--- src/sv/br1_pkg.sv ---
// Shared types and constants of the ByteRun1 bitmap decoder.
package br1_pkg;

    localparam logic [7:0] NOOP_HEADER = 8'h80;
    localparam int unsigned CFG_INDEX_W = 3;

    typedef enum logic [1:0] {
        PHASE_HEADER  = 2'd0,
        PHASE_LITERAL = 2'd1,
        PHASE_REPEAT  = 2'd2
    } phase_t;

    typedef enum logic [CFG_INDEX_W-1:0] {
        CFG_COMPRESSED_MODE = 3'd0,
        CFG_IMAGE_WIDTH     = 3'd1,
        CFG_IMAGE_HEIGHT    = 3'd2,
        CFG_DEST_WIDTH      = 3'd3,
        CFG_DEST_HEIGHT     = 3'd4
    } cfg_index_t;

    typedef struct packed {
        logic [7:0] body_byte;
        logic       start_image;
    } body_item_t;

    typedef struct packed {
        logic [15:0] row_index;
        logic [15:0] start_column;
        logic [7:0]  run_length;
        logic [7:0]  pixel_value;
        logic        image_done;
    } run_item_t;

    typedef struct packed {
        logic [CFG_INDEX_W-1:0] reg_index;
        logic [15:0]            wdata;
    } cfg_write_t;

    typedef struct packed {
        logic        compressed_mode;
        logic [15:0] image_width;
        logic [15:0] image_height;
        logic [15:0] dest_width;
        logic [15:0] dest_height;
    } cfg_regs_t;

endpackage

--- src/sv/br1_body_if.sv ---
// Handshake channel that carries body bytes.
interface br1_body_if;
    import br1_pkg::*;

    logic       valid;
    logic       ready;
    body_item_t data;

    modport source (output valid, output data, input ready);
    modport sink (input valid, input data, output ready);
endinterface

--- src/sv/br1_run_if.sv ---
// Handshake channel that carries clipped pixel-run writes.
interface br1_run_if;
    import br1_pkg::*;

    logic      valid;
    logic      ready;
    run_item_t data;

    modport source (output valid, output data, input ready);
    modport sink (input valid, input data, output ready);
endinterface

--- src/sv/br1_cfg_if.sv ---
// Handshake channel that carries configuration register writes.
interface br1_cfg_if;
    import br1_pkg::*;

    logic       valid;
    logic       ready;
    cfg_write_t data;

    modport source (output valid, output data, input ready);
    modport sink (input valid, input data, output ready);
endinterface

--- src/sv/br1_cfg.sv ---
// Configuration register file of the ByteRun1 bitmap decoder.
module br1_cfg (
    input  logic                clk,
    input  logic                rst_n,
    br1_cfg_if.sink             cfg,
    output br1_pkg::cfg_regs_t  regs
);
    import br1_pkg::*;

    cfg_regs_t regs_reg;
    cfg_regs_t regs_next;

    assign cfg.ready = 1'b1;
    assign regs      = regs_reg;

    always_comb
    begin
        regs_next = regs_reg;
        if (cfg.valid)
        begin
            case (cfg.data.reg_index)
                CFG_COMPRESSED_MODE: regs_next.compressed_mode = cfg.data.wdata[0];
                CFG_IMAGE_WIDTH:     regs_next.image_width     = cfg.data.wdata;
                CFG_IMAGE_HEIGHT:    regs_next.image_height    = cfg.data.wdata;
                CFG_DEST_WIDTH:      regs_next.dest_width      = cfg.data.wdata;
                CFG_DEST_HEIGHT:     regs_next.dest_height     = cfg.data.wdata;
                default:             regs_next = regs_reg;
            endcase
        end
    end

    always_ff @(posedge clk or negedge rst_n)
    begin
        if (!rst_n)
        begin
            regs_reg <= '0;
        end
        else
        begin
            regs_reg <= regs_next;
        end
    end
endmodule

--- src/sv/br1_in_reg.sv ---
// Input register stage that holds one body byte ahead of the decoder.
module br1_in_reg (
    input  logic       clk,
    input  logic       rst_n,
    br1_body_if.sink   body_in,
    br1_body_if.source item_out
);
    import br1_pkg::*;

    logic       valid_reg;
    logic       valid_next;
    body_item_t data_reg;
    logic       load;

    assign body_in.ready  = !valid_reg || item_out.ready;
    assign load           = body_in.valid && body_in.ready;
    assign item_out.valid = valid_reg;
    assign item_out.data  = data_reg;

    always_comb
    begin
        valid_next = valid_reg;
        if (item_out.ready)
        begin
            valid_next = 1'b0;
        end
        if (load)
        begin
            valid_next = 1'b1;
        end
    end

    always_ff @(posedge clk or negedge rst_n)
    begin
        if (!rst_n)
        begin
            valid_reg <= 1'b0;
        end
        else
        begin
            valid_reg <= valid_next;
        end
    end

    always_ff @(posedge clk)
    begin
        if (load)
        begin
            data_reg <= body_in.data;
        end
    end
endmodule

--- src/sv/br1_step.sv ---
// Decode state, run clipping and result register of the ByteRun1 decoder.
module br1_step (
    input  logic               clk,
    input  logic               rst_n,
    input  br1_pkg::cfg_regs_t regs,
    br1_body_if.sink           item_in,
    br1_run_if.source          run_out
);
    import br1_pkg::*;

    logic [15:0] row_reg;
    logic [15:0] row_next;
    logic [16:0] col_reg;
    logic [16:0] col_next;
    phase_t      phase_reg;
    phase_t      phase_next;
    logic [7:0]  pend_reg;
    logic [7:0]  pend_next;
    logic        fin_reg;
    logic        fin_next;
    logic        out_valid_reg;
    logic        out_valid_next;
    run_item_t   out_data_reg;
    run_item_t   out_data_next;

    logic        advance;
    logic [15:0] row_e;
    logic [16:0] col_e;
    phase_t      phase_e;
    logic [7:0]  pend_e;
    logic        fin_e;
    logic        active;
    logic [7:0]  byte_in;
    logic [7:0]  len;
    logic [7:0]  pend_dec;
    logic        run_over;
    logic        emit;
    logic        in_dest;
    logic [16:0] room;
    logic [16:0] col_sum;
    logic [15:0] row_inc;

    assign item_in.ready = !out_valid_reg || run_out.ready;
    assign advance       = item_in.valid && item_in.ready;
    assign run_out.valid = out_valid_reg;
    assign run_out.data  = out_data_reg;

    assign byte_in  = item_in.data.body_byte;
    assign row_e    = item_in.data.start_image ? 16'd0 : row_reg;
    assign col_e    = item_in.data.start_image ? 17'd0 : col_reg;
    assign phase_e  = item_in.data.start_image ? PHASE_HEADER : phase_reg;
    assign pend_e   = item_in.data.start_image ? 8'd0 : pend_reg;
    assign fin_e    = item_in.data.start_image ? 1'b0 : fin_reg;
    assign active   = !fin_e && (regs.image_width != 16'd0) && (row_e < regs.image_height);
    assign pend_dec = pend_e - 8'd1;

    // Run decode and phase sequencing.
    always_comb
    begin
        len        = 8'd1;
        run_over   = 1'b1;
        emit       = 1'b0;
        phase_next = phase_e;
        pend_next  = pend_e;
        if (active)
        begin
            if (regs.compressed_mode)
            begin
                case (phase_e)
                    PHASE_LITERAL:
                    begin
                        emit = 1'b1;
                        if (pend_e != 8'd0)
                        begin
                            pend_next = pend_dec;
                            run_over  = (pend_dec == 8'd0);
                        end
                    end
                    PHASE_REPEAT:
                    begin
                        emit = 1'b1;
                        len  = pend_e;
                    end
                    default:
                    begin
                        if (byte_in > NOOP_HEADER)
                        begin
                            pend_next  = 8'(9'd257 - {1'b0, byte_in});
                            phase_next = PHASE_REPEAT;
                        end
                        else if (byte_in < NOOP_HEADER)
                        begin
                            pend_next  = byte_in + 8'd1;
                            phase_next = PHASE_LITERAL;
                        end
                    end
                endcase
            end
            else
            begin
                emit = 1'b1;
            end
            if (emit && run_over)
            begin
                phase_next = PHASE_HEADER;
                pend_next  = 8'd0;
            end
        end
    end

    // Clipping, position update and result.
    always_comb
    begin
        in_dest  = (row_e < regs.dest_height) && (col_e < {1'b0, regs.dest_width});
        room     = {1'b0, regs.dest_width} - col_e;
        col_sum  = col_e + {9'd0, len};
        row_inc  = row_e + 16'd1;
        row_next = row_e;
        col_next = col_e;
        fin_next = fin_e;

        out_data_next.row_index    = row_e;
        out_data_next.start_column = col_e[16] ? 16'hFFFF : col_e[15:0];
        out_data_next.pixel_value  = byte_in;
        out_data_next.image_done   = 1'b0;
        if (!in_dest)
        begin
            out_data_next.run_length = 8'd0;
        end
        else if ({9'd0, len} < room)
        begin
            out_data_next.run_length = len;
        end
        else
        begin
            out_data_next.run_length = room[7:0];
        end

        if (emit)
        begin
            col_next = col_sum;
            if (run_over && (col_sum >= {1'b0, regs.image_width}))
            begin
                col_next = 17'd0;
                row_next = row_inc;
                if ((row_inc >= regs.image_height) || (row_inc == 16'd0))
                begin
                    fin_next                 = 1'b1;
                    out_data_next.image_done = 1'b1;
                end
            end
        end
    end

    always_comb
    begin
        out_valid_next = out_valid_reg;
        if (run_out.ready)
        begin
            out_valid_next = 1'b0;
        end
        if (advance)
        begin
            out_valid_next = emit;
        end
    end

    always_ff @(posedge clk or negedge rst_n)
    begin
        if (!rst_n)
        begin
            row_reg       <= 16'd0;
            col_reg       <= 17'd0;
            phase_reg     <= PHASE_HEADER;
            pend_reg      <= 8'd0;
            fin_reg       <= 1'b0;
            out_valid_reg <= 1'b0;
        end
        else
        begin
            out_valid_reg <= out_valid_next;
            if (advance)
            begin
                row_reg   <= row_next;
                col_reg   <= col_next;
                phase_reg <= phase_next;
                pend_reg  <= pend_next;
                fin_reg   <= fin_next;
            end
        end
    end

    always_ff @(posedge clk)
    begin
        if (advance && emit)
        begin
            out_data_reg <= out_data_next;
        end
    end

    a_done_sets_finished: assert property (@(posedge clk) disable iff (!rst_n)
        (advance && emit && out_data_next.image_done) |=> fin_reg)
        else $error("finished flag not set after the final row");

    a_header_no_pending: assert property (@(posedge clk) disable iff (!rst_n)
        (phase_reg == PHASE_HEADER) |-> (pend_reg == 8'd0))
        else $error("pending count left over in header phase");

    a_run_bound: assert property (@(posedge clk) disable iff (!rst_n)
        out_valid_reg |-> (out_data_reg.run_length <= 8'd128))
        else $error("run length above 128");

    a_saturated_clipped: assert property (@(posedge clk) disable iff (!rst_n)
        (out_valid_reg && (out_data_reg.start_column == 16'hFFFF))
        |-> (out_data_reg.run_length == 8'd0))
        else $error("run at saturated column not fully clipped");
endmodule

--- src/sv/byterun1_bitmap_decoder_top.sv ---
// Top level of the ByteRun1 bitmap body decoder.
// The decoder takes BODY payload bytes of an 8-bit bitmap on the body_in channel, one per
// transfer, and returns clipped pixel-run writes on the run_out channel. A header byte in
// compressed mode, a no-op byte, any byte after the final row or with a zero image width
// give no run; every other byte gives exactly one run, which may have zero length when it
// falls outside the destination. Setting start_image with a byte clears row, column and run
// state first. The cfg channel writes the five configuration registers by index; it is
// always ready and should be used only while no byte is in flight.
// A byte accepted on body_in sits in the input register, is then decoded into the result
// register, and its run can be transferred from there. One byte per cycle is sustained
// while the receiver takes every run: the decode is a single pass of compare, subtract and
// clip against the registered row and column counters.
// Reset clears the configuration registers, the decode state and both stage valid flags.
// When the receiver stalls, the run waits in the result register and the input register
// still takes one more byte; after that body_in.ready stays low until the run is taken.
module byterun1_bitmap_decoder_top (
    input  logic      clk,
    input  logic      rst_n,
    br1_cfg_if.sink   cfg,
    br1_body_if.sink  body_in,
    br1_run_if.source run_out
);
    import br1_pkg::*;

    cfg_regs_t  regs;
    br1_body_if stage_if ();

    br1_cfg u_cfg (
        .clk   (clk),
        .rst_n (rst_n),
        .cfg   (cfg),
        .regs  (regs)
    );

    br1_in_reg u_in_reg (
        .clk      (clk),
        .rst_n    (rst_n),
        .body_in  (body_in),
        .item_out (stage_if.source)
    );

    br1_step u_step (
        .clk     (clk),
        .rst_n   (rst_n),
        .regs    (regs),
        .item_in (stage_if.sink),
        .run_out (run_out)
    );
endmodule

--- src/flat_wrapper.sv ---
// flat-port wrapper written by rule: the top's interface ports become plain ports
module byterun1_bitmap_decoder_top_flat import br1_pkg::*;
  (clk, rst_n, cfg_valid, cfg_data, cfg_ready, body_in_valid, body_in_data, body_in_ready, run_out_valid, run_out_data, run_out_ready);
  br1_cfg_if cfg_i ();
  br1_body_if body_in_i ();
  br1_run_if run_out_i ();
  input  logic clk;
  input  logic rst_n;
  input wire logic [$bits(cfg_i.valid)-1:0] cfg_valid;
  input wire logic [$bits(cfg_i.data)-1:0] cfg_data;
  output wire logic [$bits(cfg_i.ready)-1:0] cfg_ready;
  input wire logic [$bits(body_in_i.valid)-1:0] body_in_valid;
  input wire logic [$bits(body_in_i.data)-1:0] body_in_data;
  output wire logic [$bits(body_in_i.ready)-1:0] body_in_ready;
  output wire logic [$bits(run_out_i.valid)-1:0] run_out_valid;
  output wire logic [$bits(run_out_i.data)-1:0] run_out_data;
  input wire logic [$bits(run_out_i.ready)-1:0] run_out_ready;
  assign cfg_i.valid = cfg_valid;
  assign cfg_i.data = cfg_data;
  assign cfg_ready = cfg_i.ready;
  assign body_in_i.valid = body_in_valid;
  assign body_in_i.data = body_in_data;
  assign body_in_ready = body_in_i.ready;
  assign run_out_valid = run_out_i.valid;
  assign run_out_data = run_out_i.data;
  assign run_out_i.ready = run_out_ready;
  byterun1_bitmap_decoder_top u_core (.clk(clk), .rst_n(rst_n), .cfg(cfg_i), .body_in(body_in_i), .run_out(run_out_i));
endmodule
--- config.mk ---
export PLATFORM = sky130hd
export DESIGN_NAME = byterun1_bitmap_decoder_top_flat
export DESIGN_NICKNAME = d
export VERILOG_FILES = /design/src/sv/br1_pkg.sv /design/src/sv/br1_body_if.sv /design/src/sv/br1_run_if.sv /design/src/sv/br1_cfg_if.sv /design/src/sv/br1_cfg.sv /design/src/sv/br1_in_reg.sv /design/src/sv/br1_step.sv /design/src/sv/byterun1_bitmap_decoder_top.sv /design/src/flat_wrapper.sv
export SDC_FILE = /design/constraint.sdc
export NUM_CORES = 1
export LEC_CHECK = 0
export BUFFER_PORTS_ARGS = -buffer_cell sky130_fd_sc_hd__buf_2
export CORE_ASPECT_RATIO = 1.2
export CORE_UTILIZATION = 55
export CTS_BUF_LIST = sky130_fd_sc_hd__clkbuf_4 sky130_fd_sc_hd__clkbuf_8
export CTS_CLUSTER_SIZE = 40
export DETAILED_ROUTE_END_ITERATION = 7
export MAX_ROUTING_LAYER = met4
export PLACE_DENSITY_LB_ADDON = 0.3
export SYNTH_ARGS = -nofsm -noshare
export SYNTH_HDL_FRONTEND = slang
export SYNTH_SLANG_ARGS = --single-unit
--- constraint.sdc ---
create_clock -name clk -period 15.4 [get_ports clk]
set_input_delay 2.31 -clock clk [delete_from_list [all_inputs] [get_ports clk]]
set_output_delay 2.31 -clock clk [all_outputs]
set_load 0.01 [all_outputs]
## After elaboration in Yosys (flattened, before gate mapping)

Index checks and enable logic that the tools add are counted.

| storage, ports and cells | value |
|---|---|
| flip-flop bits (word level) | 169 |
| input port bits | 33 |
| output and inout bits | 52 |
| logic and storage cells | 110 |

| operators by class | value |
|---|---|
| $add $sub $neg | 6 |
| order comparisons | 8 |
| equality and inequality tests | 6 |
| multiplexer cells | 43 |
| reductions and logical operators | 28 |

Operators with widths:

| kind | number |
|---|---|
| $mux W8 | 11 |
| $mux W17 | 3 |
| $mux W16 | 3 |
| $lt A16 B16 Y1 | 2 |
| $mux W1 | 18 |
| $add A17 B8 Y17 | 1 |
| $ge A17 B16 Y1 | 1 |
| $lt A17 B16 Y1 | 1 |
| $lt A8 B17 Y1 | 1 |
| $sub A16 B17 Y17 | 1 |
| $add A16 B1 Y16 const B | 1 |
| $ge A16 B16 Y1 | 1 |
| $logic_not A16 Y1 | 1 |
| $pmux W8 S2 | 1 |
| $reduce_bool A16 Y1 | 1 |
| $mux W2 | 7 |
| $reduce_and A2 Y1 | 6 |
| $add A8 B1 Y8 const B | 1 |
| $gt A8 B8 Y1 const B | 1 |
| $logic_and A1 B1 Y1 | 8 |
| $logic_not A8 Y1 | 1 |
| $lt A8 B8 Y1 const B | 1 |
| $reduce_bool A8 Y1 | 1 |
| $sub A1 B8 Y8 const A | 1 |
| 11 further kinds | 17 |

## Logic depth before layout (Yosys ltp)

| depth | value |
|---|---|
| depth in word-level cells | 11 |
| gate-level depth with buffers | 35 |
| depth with buffers taken out | 28 |

## Modules after synthesis

From an unflattened synthesis, not the netlist that was laid out.

| unflattened totals | value |
|---|---|
| cell total of the unflattened synthesis | 1,110 |
| area, all modules | 11,066.9 µm² |

Modules (own cells, without submodules):

| module | times used | cells each | area an instance (µm²) | sequential area each (µm²) |
|---|---|---|---|---|
| br1_step | 1 | 953 | 8,099.0 | 2,597.5 |
| br1_cfg | 1 | 144 | 2,643.8 | 1,626.6 |
| br1_in_reg | 1 | 13 | 324.1 | 295.3 |

## Least setup slack after synthesis

No wires, ideal clock.

| timing | value |
|---|---|
| path kind | reg2reg |
| start point | register u_core.u_in_reg.data_reg (netlist bit u_core.u_in_reg.item_out.data[0]) |
| end point | register u_core.u_step.row_reg[14] |
| setup time | 0.096 ns |
| arrival time | 7.887 ns |
| data required time | 15.304 ns |
| setup slack | 7.417 ns |
| stages on the path, launching flop included | 33 |
| path buffers | 7 |
| period minus slack after synthesis | 7.983 ns |
| path through | edfxtp_1 -> buf_2 -> clkbuf_1 -> clkbuf_1 -> clkbuf_1 -> clkbuf_1 -> clkbuf_1 -> nor2_1 -> ha_1 -> a21o_1 -> a21o_1 -> a2111oi_4 -> o211ai_4 -> or3_4 -> ha_1 -> fa_1 -> a21o_1 -> a21oi_1 -> o21ai_0 -> o21ai_1 -> or3_1 -> nand2_1 -> ha_1 -> o21a_1 -> o21ai_0 -> a211oi_1 -> o2111ai_1 -> nand2_1 -> nor4_2 -> nand3b_2 -> or3_4 -> buf_6 -> o32ai_4 |

RTL lines:

| element | RTL line | source |
|---|---|---|
| from (decl) | br1_in_reg.sv:12 | `body_item_t data_reg;` |
| from (signal assigned) | br1_in_reg.sv:49 | `data_reg <= body_in.data;` |
| to (signal assigned) | br1_step.sv:184 | `row_reg <= row_next;` |
| to (decl) | br1_step.sv:11 | `logic [15:0] row_reg;` |

==> impl_results.md <==
* Peak supply drop at about 64 uV
* Crit path max-delay family: compound AO/OA/AOI/OAI gates
* Fin crit share at 0.571
* 1st-pass router iterations at 5
* Worst-path clk slew at about 100 ps
* Num ports at 85
* Non-Filler Instances at between 1,500 and 2,000
* Sw Pwr at 0.599 mW
* DR WL/cell at between 15 and 20 um
* Max incr delay on CP at 1080 ps
* Vias at 9,175
* Sw frac at 0.400
* Layout cell share with drive strength beyond 1 at 0.138
* Seq pwr share at 0.417
* Drt drc at 0
* RSZ-0062 raised after global routing: no
* Final Hold Viols at 0
* Post-synth top area share at 0.250
* Post-synth ARST share at 0.657
* DR vias/cell at ~6.0
* Number of H-tree levels at 4
* Post-Syn Area per Cell at around 9.4 um2
* Part of the Yosys area used for sequential elements at 0.406
* Synth unique cells at 87
* Most frequent cell after synthesis: nand2_1
* First DRT Iteration DRCs at 644
* Post-synth EDFFs at 58
* CP endpoint kind: register
* Number of flip-flops under the largest register name at 65
* Dpl cell area at between 0.01 and 0.015 mm2
* Max-Cap Viols at 0
* Row cnt at 56
* Required @ worst endpoint at approximately 16,000 ps
* Pins Over Slew Limit at 0
* Placed cells at roughly 1,500
* Fmax at around 110 MHz
* Final HPWL DP at between 20,000 and 25,000 um
* Final Critical Period at between 8000 and 9000 ps
* # clock sinks at approximately 170
* Syn_nets at 1,314
* Number of global-route vias before repair at ~8,700
* I/O Buffers at 83
* Overflow after GRT at 0
* Largest cells by area after synthesis: dfrtp_1, edfxtp_1, ha_1
* Setup Skew at between 20 and 25 ps
* Post-route ant nets at 0
* Nets@finish at 1,379
* Num CTS Buffers at 17
* Area Growth Syn to Fin at 9.22%
* Pin count of the biggest net entering global routing at between 70 and 80
* Worst Max-Slew Pin Slew at between 1000 and 1500 ps
* PostCTS Resize Cnt at 0
* Worst min path class: register to register
* Worst relative slew slack at 0.0794
* WP data arrival at 9080 ps
* Post-synthesis register bit count at 169
* CP Class: register to register
* CTS Root Cell: clkbuf_8
* Status: complete, no violations
* Worst path bufs/invs at 2
* Synth warn at 0
* Crit path max-delay cell type: a21oi_1
* Clock Path Buffers at 2
* Skew-Pair Late Insertion Delay at about 490 ps
* Die X at around 130 um
* Post-synth top area cell: dfrtp_1
* Netlist Area Pre-Place at about 0.011 mm2
* Most common cell on crit path: ha_1
* CTS Hold Buffers Added at 0
* Synth Flop Type: dfrtp_1
* Post-layout instance area at about 0.012 mm2
* Initial Utilization at 0.565
* ANT cells at 0
* Cell internal pwr at between 0.8 and 0.9 mW
* Leakage at 5.60 nW
* Initial antenna violation count at 0
* GP Congestion at slightly above 0.9
* Worst Path Max Fanout at 45
* Post-CTS Setup Repair Bufs at 0
* Clock power frac at 0.223
* First-pass GRT wire length at about 46,000 um
* PwrDens at ~120 mW/mm2
* Overall routed net length at between 20,000 and 30,000 um
* CP startpoint kind: register
* Gate Count Post-Synth at 1,180
* Post-route setup TNS at 0 ps
* Gr usage total at 0.300
* Most frequent cells after synthesis: nand2_1, dfrtp_1, inv_1
* CTS tree: yes
* Core footprint at a little under 0.02 mm2
* Share of total power in combinational logic at 0.359
* Die height at ~160 um
* Final setup violating endpoints at 0
* Filler cells at 1,712
* Die ar. at between 0.02 and 0.025 mm2
[final timing paths]
check,startpoint,endpoint,slack (ps),cells after the start
min in group asynchronous,rst_n,u_core.u_cfg.regs[28],1770,1
worst max register to register,u_core.u_in_reg.item_out.data[0],u_core.u_step.row_reg[15],6610,26
worst min register to register,u_core.u_step.phase_reg[1],u_core.u_step.phase_reg[1],490,2
worst min-delay path,u_core.u_step.phase_reg[1],u_core.u_step.phase_reg[1],490,2
worst max-delay path,u_core.u_in_reg.item_out.data[0],u_core.u_step.row_reg[15],6610,26
max in group asynchronous,rst_n,u_core.u_step.col_reg[14],12240,2
[routing by layer]
layer,wire length (um),global-route usage
met1,11900,0.347
met2,15000,0.516
met3,1400,0.0368
met4,1360,0.152
met5,0,-
[worst min-delay path: stages, from the launching register on]
cell     delay [ps]
dfrtp_1         360
nand2_1          50
o31ai_1          60
[power groups by stage]
stage / sequential (mW) / combinational, mW / clock (mW)
floorplan: 0.626 / 0.375 / 0
global placement: 0.630 / 0.524 / 0
detailed placement: 0.632 / 0.532 / 0
CTS: 0.623 / 0.535 / 0.338
global route: 0.633 / 0.595 / 0.355
finish: 0.624 / 0.537 / 0.334
[cell type report]
cell class / count / area (um2) / area share
multi-input cells: 861 / 6000 / 0.494
clock inverters: 15 / 189 / 0.0156
well taps: 261 / 327 / 0.0269
clock buffers: 17 / 234 / 0.0193
inverters: 104 / 390 / 0.0321
flip-flops and latches: 169 / 4520 / 0.372
repair buffers: 92 / 485 / 0.0400
[through the flow]
stage	util	hold WS (ps)	setup slack, ps	total power [mW]
floorplan	-	424	7420	1.00
global placement	0.595	454	7010	1.15
detailed placement	0.595	470	6720	1.16
CTS	0.617	491	6740	1.50
global route	0.617	531	6090	1.58
finish	0.617	493	6610	1.50
[logic make-up after synthesis]
family	synth area share
fa+ha+maj	0.115
simple gates	0.172
xor+xnor	0.0354
mux	0.0284
flops	0.406
compound gates	0.188
other cells	0.000337
buf+inv	0.0545
[cell usage in the layout, fill, tap and decap left out, types with 33 or more instances in the layout]
cell type / n
inv_1: 103
xnor2_1: 33
ha_1: 99
o21ai_0: 93
nor2_1: 57
nand2_1: 137
dfrtp_1: 111
a21oi_1: 46
buf_2: 82
edfxtp_1: 58
(Power assumes the default switching activity.)
